==> src/rtl/csau_pkg.sv <==
// Shared types, widths and codes for the checked signed arithmetic unit.
`default_nettype none
package csau_pkg;
    localparam int DataWidth = 32;

    typedef enum logic [1:0] {
        FUNC_ADD = 2'd0,
        FUNC_SUB = 2'd1,
        FUNC_DIV = 2'd2,
        FUNC_MUL = 2'd3
    } func_t;

    typedef enum logic [1:0] {
        ST_OK   = 2'd0,
        ST_OVF  = 2'd1,
        ST_DIV0 = 2'd2,
        ST_RSVD = 2'd3
    } status_t;

    // Item travelling down the cell chain.
    typedef struct packed {
        logic                  vld;
        func_t                 func;
        logic                  neg;
        logic [DataWidth-1:0]  amag;
        logic [DataWidth-1:0]  bmag;
        logic [DataWidth-1:0]  quo;
        logic [DataWidth-1:0]  rem;
        logic [2*DataWidth-1:0] prod;
        logic [DataWidth-1:0]  fast_val;
        status_t               fast_st;
    } cell_t;
endpackage
`default_nettype wire

==> src/rtl/csau_cell.sv <==
// One cell of the chain: one restoring division bit and one shift-add multiply bit.
`default_nettype none
module csau_cell
    import csau_pkg::*;
(
    input  wire logic  clk,
    input  wire logic  rst_n,
    input  cell_t      cin,
    output cell_t      cout
);
    cell_t                  c_next;
    logic [DataWidth:0]     trial;
    logic [DataWidth-1:0]   rem_sh;
    logic                   abit;

    always_comb
    begin
        c_next = cin;
        abit   = cin.amag[DataWidth-1];
        // Dividend bits enter the remainder from the top of amag; quo gathers results.
        rem_sh = {cin.rem[DataWidth-2:0], abit};
        trial  = {cin.rem, abit} - {1'b0, cin.bmag};
        if (!trial[DataWidth])
        begin
            c_next.rem = trial[DataWidth-1:0];
            c_next.quo = {cin.quo[DataWidth-2:0], 1'b1};
        end
        else
        begin
            c_next.rem = rem_sh;
            c_next.quo = {cin.quo[DataWidth-2:0], 1'b0};
        end
        // Multiply consumes the same top bit of amag, MSB first.
        c_next.prod = {cin.prod[2*DataWidth-2:0], 1'b0}
                    + (abit ? {{DataWidth{1'b0}}, cin.bmag} : '0);
        c_next.amag = {cin.amag[DataWidth-2:0], 1'b0};
    end

    always_ff @(posedge clk or negedge rst_n)
    begin
        if (!rst_n)
            cout <= '0;
        else
            cout <= c_next;
    end
endmodule
`default_nettype wire

==> config.mk <==
export PLATFORM = sky130hd
export DESIGN_NAME = csau_cell
export DESIGN_NICKNAME = d
export VERILOG_FILES = /design/src/rtl/csau_pkg.sv /design/src/rtl/csau_cell.sv
export SDC_FILE = /design/constraint.sdc
export NUM_CORES = 1
export LEC_CHECK = 0
export ABC_AREA = 1
export BUFFER_PORTS_ARGS = -buffer_cell sky130_fd_sc_hd__buf_2
export CORE_AREA = 4 4 177 179
export CTS_BUF_LIST = sky130_fd_sc_hd__clkbuf_16
export DETAILED_ROUTE_END_ITERATION = 12
export DIE_AREA = 0 0 181 183
export PLACE_DENSITY_LB_ADDON = 0.1
export SLEW_MARGIN = 40
export SYNTH_ARGS = -nofsm -noshare
export SYNTH_HDL_FRONTEND = slang
export SYNTH_SLANG_ARGS = --single-unit
==> constraint.sdc <==
create_clock -name clk -period 1 [get_ports clk]
set_input_delay 0.15 -clock clk [delete_from_list [all_inputs] [get_ports clk]]
set_output_delay 0.15 -clock clk [all_outputs]
set_load 0.1 [all_outputs]
==> impl_metrics.toml, run 1 <==
[status]
status = "stopped before the end"
stop_stage = "global routing"
error_line = "[ERROR GRT-0232] Routing congestion too high. Check the congestion heatmap in the GUI."

[synth]
syn_inst = 1821
ys_types = 32
synth_fp_nets = 2119
ys_ff_latch = 229
synth.avg_cell_area_sq_um = 7.19
synth-seq-area-share = 0.438
synthFlopType = "dfrtp_1"
synth_area_sq_mm = 0.0131
yosys_warnings = 0
synthArstFlopShare = 1.00
synth_edf_count = 0

[cts]
cts_root_buf = "clkbuf_16"
clk_path_buf_depth = 3
cts_max_level = 1
cts.sinks = 229
cts_made_buffers = 26

[sta]
grt_repair_worst_endpoint = "cout[103]$_DFF_PN0_/D"
worst-ep-kind = "register data pin"

[placement]
placed_area_sq_mm = 0.0223
gp_congestion = 1.03
io_buffers = 458
dp_hpwl_um = 49300

[floorplan]
placementRows = 63
die_h_um = 183
start_util = 0.443
pin_count = 462
die_w_um = 181

[global_routing]
grt_overflow = 93
grt_usage = 0.740
grt_max_degree = 42
[kinds of logic after synthesis]
| logic type | Yosys count | share of synthesized area |
|---|---|---|
| AO/OA/AOI/OAI | 61 | 0.0259 |
| XOR/XNOR | 46 | 0.0308 |
| adder cells (fa/ha/maj) | 66 | 0.0642 |
| buffers and inverters | 374 | 0.112 |
| flip-flops | 229 | 0.438 |
| other | 1 | 0.000287 |
| AND/OR/NAND/NOR | 1044 | 0.329 |
[per-layer routing]
metal | track usage | GRT overflow
met1 | 0.723 | 2
met2 | 0.936 | 48
met3 | 0.576 | 3
met4 | 0.751 | 40
met5 | 0.200 | 0
[cells in the mapped netlist (4+ instances only)]
master	count	area (sq um)
a21oi_1	41	205
and2_1	7	43.8
and3_1	4	25.0
buf_6	5	56.3
clkbuf_1	4	15.0
dfrtp_1	229	5730
ha_1	64	801
inv_1	363	1360
nand2_1	732	2750
nand2_2	15	93.8
nand2_4	5	56.3
nand3_1	98	490
nand3b_1	8	60.1
nand4_1	23	144
nor2_1	120	450
nor3_1	18	90.1
nor4_1	5	31.3
o21ai_0	7	35.0
o21bai_1	9	67.6
xor2_1	44	385
[repair_timing]
item	in CTS
gates cloned	5
hold buffers	182
endpoints found under the setup margin	324
pin swaps	119
buffers inserted	28
hold endpoints to repair	411
resized for setup	358
[stage by stage]
step,hold WS (ns),TNS (ns),std cells,utilization,worst slack [ns]
2_1_floorplan,-0.146,-78.57,1821,-,-1.05
3_5_place_dp,0.0713,-116.80,2937,0.755,-1.45
4_1_cts,-0.0147,-102.96,3192,0.896,-0.477
3_3_place_gp,0.0626,-106.28,2937,0.755,-1.32
==> run 2: changes to the inputs <==
- CORE_AREA: 4 4 177 179 -> unset
- CORE_MARGIN: unset -> 4
- CORE_UTILIZATION: unset -> 35
- CTS_BUF_LIST: sky130_fd_sc_hd__clkbuf_16 -> unset
- DIE_AREA: 0 0 181 183 -> unset
- PLACE_DENSITY_LB_ADDON: 0.1 -> 0.15
==> impl_metrics.toml, run 2 <==
[cts]
hold_buffers = 195
cts_root_buf = "clkbuf_16"
path_clk_slew_ns = 0.06
clk_path_buf_depth = 3
cts.sinks = 229
cts_made_buffers = 27
cts_tree = "done"
cts_max_level = 1

[sta]
drv_slew = 0
setup_ws_ns = -0.509
fin_tns_setup_ns = -105.70
layout_min_cycle_time_ns = 1.51
max_freq_ghz = 0.663
setup_viol = 321
final-hold-violation-count = 1
finalCritPeriodShare = 1.51
whs_ns = -0.0535
rsz0062_at_grt = "true"

[synth]
synth_top_area_frac = 0.438
synth-seq-area-share = 0.438
synth_edf_count = 0
synth_area_sq_mm = 0.0131
ys_ff_latch = 229
yosys_warnings = 0
ys_types = 32
synth_area_leaders = "dfrtp_1 44%, nand2_1 21%, inv_1 10%, ha_1 6.1%, nand3_1 3.7%"
synth.avg_cell_area_sq_um = 7.19
yosysTopAreaCell = "dfrtp_1"
synthArstFlopShare = 1.00
synth_fp_nets = 2119
synthFlopType = "dfrtp_1"
syn_inst = 1821
yosys.cell_count.top_type = "nand2_1"
netlist_top_cells_count = "732 x nand2_1, 363 x inv_1, 229 x dfrtp_1"

[placement]
dp_slack_ns = -1.26
placed_cells = 3053
gp_congestion = 0.960
dp_hpwl_um = 47000
io_buffers = 458
placed_area_sq_mm = 0.0227

[global_routing]
grt_usage = 0.289
grt_max_degree = 59
grt_overflow = 0
first_global_vias = 15700
antenna_found_initial = 11
grt_first_pass_wirelength_um = 91500

[critical_path]
arrival_ns = 1.96
critical-path-max-stage-delay_ns = 0.31
crit_path_cell_trace = "buf_16 -> buf_12 -> nand2_2 -> inv_2 -> ha_4 -> nand2_4 -> inv_2 -> nand2_2 -> nand2_2 -> o21bai_4 -> nand3b_1 -> buf_4 -> xor2_1"
crit_required_ns = 1.45
path_class = "in2reg"
critPathMaxFanout = 9
path_common_cell = "nand2_2"
cp-end-kind = "register"
slowest_stage = "nand3b_1"
crit_path_start_kind = "input pin"

[floorplan]
placementRows = 70
pin_count = 462
core-area_sq_mm = 0.0368
start_util = 0.356
die_h_um = 201
die_area_sq_mm = 0.0405
die_w_um = 201

[power_and_ir_drop]
seqPwrFrac = 0.273
p_leak_nw = 14.5
switching_power_mw = 16.6
peakVddDrop_mv = 2.12
comb_power_share = 0.469
netSwitchingFraction = 0.410
power_frac_clock = 0.257
p_per_area_mw_per_mm2 = 1440
intPower_mw = 23.9

[final_layout]
fin_area_sq_mm = 0.0280
drive_gt1_frac = 0.557
largestRegisters = "cout: 229 flops"
regMostFlops = "cout"
final_common_cell = "nand2_1"
nFillCells = 2603
nets = 3151
fin_cells = 3349
largest_reg_flops = 229
area_growth_syn_to_layout_pct = 114
mostFrequentLayoutCells = "482 x nand2_1, 320 x buf_4, 307 x inv_1"

[status]
status = "complete, but fails checks"
violations = "hold timing, setup timing"

[detailed_routing]
totalWireLength_um = 62100
vias = 15500
drt_pass1_iterations = 7
wl_per_cell_um = 18.5
vias_per_cell = 4.62
drc = 0
drtAntennaViolNets = 0
drtIter0Drc = 1039

[min_path]
worst_hold_path_type = "in2reg"
min_path_cells = 2

[job]
max_cap_violations = 0
run 2: cell counts after synthesis:
Identical to the previous run, type by type.
run 2: cells by family (layout without fill, tap and decap cells):
kind of cell / after synthesis / after routing / synth area share
AO/OA/AOI/OAI: 61 / 61 / 0.0259
XOR/XNOR: 46 / 46 / 0.0308
adder cells (fa/ha/maj): 66 / 66 / 0.0642
buffers and inverters: 374 / 1427 / 0.112
flip-flops: 229 / 229 / 0.438
other: 1 / 8 / 0.000287
AND/OR/NAND/NOR: 1044 / 1044 / 0.329
run 2: per-layer routing:
layer / routed length [um] / track usage / part of all wire
met1: 25500 / 0.363 / 0.41
met2: 30100 / 0.490 / 0.48
met3: 3940 / 0.0554 / 0.063
met4: 2520 / 0.114 / 0.041
met5: 34 / 0 / 0.00055
run 2: worst paths after layout:
check	start	endpoint	slack (ns)
max in group asynchronous	rst_n	cout[126]$_DFF_PN0_	0.01
setup / recovery	cin[225]	cout[58]$_DFF_PN0_	-0.51
min in group asynchronous	rst_n	cout[90]$_DFF_PN0_	0.26
hold / removal	cin[35]	cout[36]$_DFF_PN0_	-0.05
run 2: power by group through the flow:
stage / clock (mW) / combinational, mW / sequential [mW]
final: 10.4 / 19.0 / 11.1
after global placement: 0 / 16.4 / 11.2
after CTS: 10.6 / 17.7 / 11.1
after global routing: 11.1 / 19.8 / 11.1
after floorplan: 0 / 3.09 / 17.0
after detailed placement: 0 / 16.5 / 11.2
run 2: critical path: cells and delay by family:
kind	cells	cell delay, ns
and+or+nand+nor	5	0.61
xor gates and xnor gates	1	0.15
AOI/OAI and AO/OA	1	0.18
buffers and inverters	5	0.59
adders and majority gates	1	0.27
run 2: metrics by stage:
step	utilization	power, mW
finish	0.762	40.5
global route	0.762	42.0
CTS	0.719	39.4
detailed placement	0.616	27.7
global placement	0.616	27.6
floorplan	-	20.0
run 2: cell type report:
type,instances,area (sq um),area share
Timing Repair Buffer,1014,10800,0.384
Inverter,363,1390,0.0495
Antenna cell,7,17.5,0.000625
Sequential cell,229,6000,0.214
Multi-Input combinational cell,1218,8320,0.297
Clock buffer,37,773,0.0276
Clock inverter,13,164,0.00585
Tap cell,468,586,0.0209
run 2: what timing repair did:
action                                 4_1_cts  5_1_grt
setup buffers                               20       25
setup endpoints to repair                  322      328
gates resized for setup                    222      352
cloned                                       1        5
pin swaps                                   74      118
endpoints found under the hold margin      423        2
(Power assumes the default switching activity.)
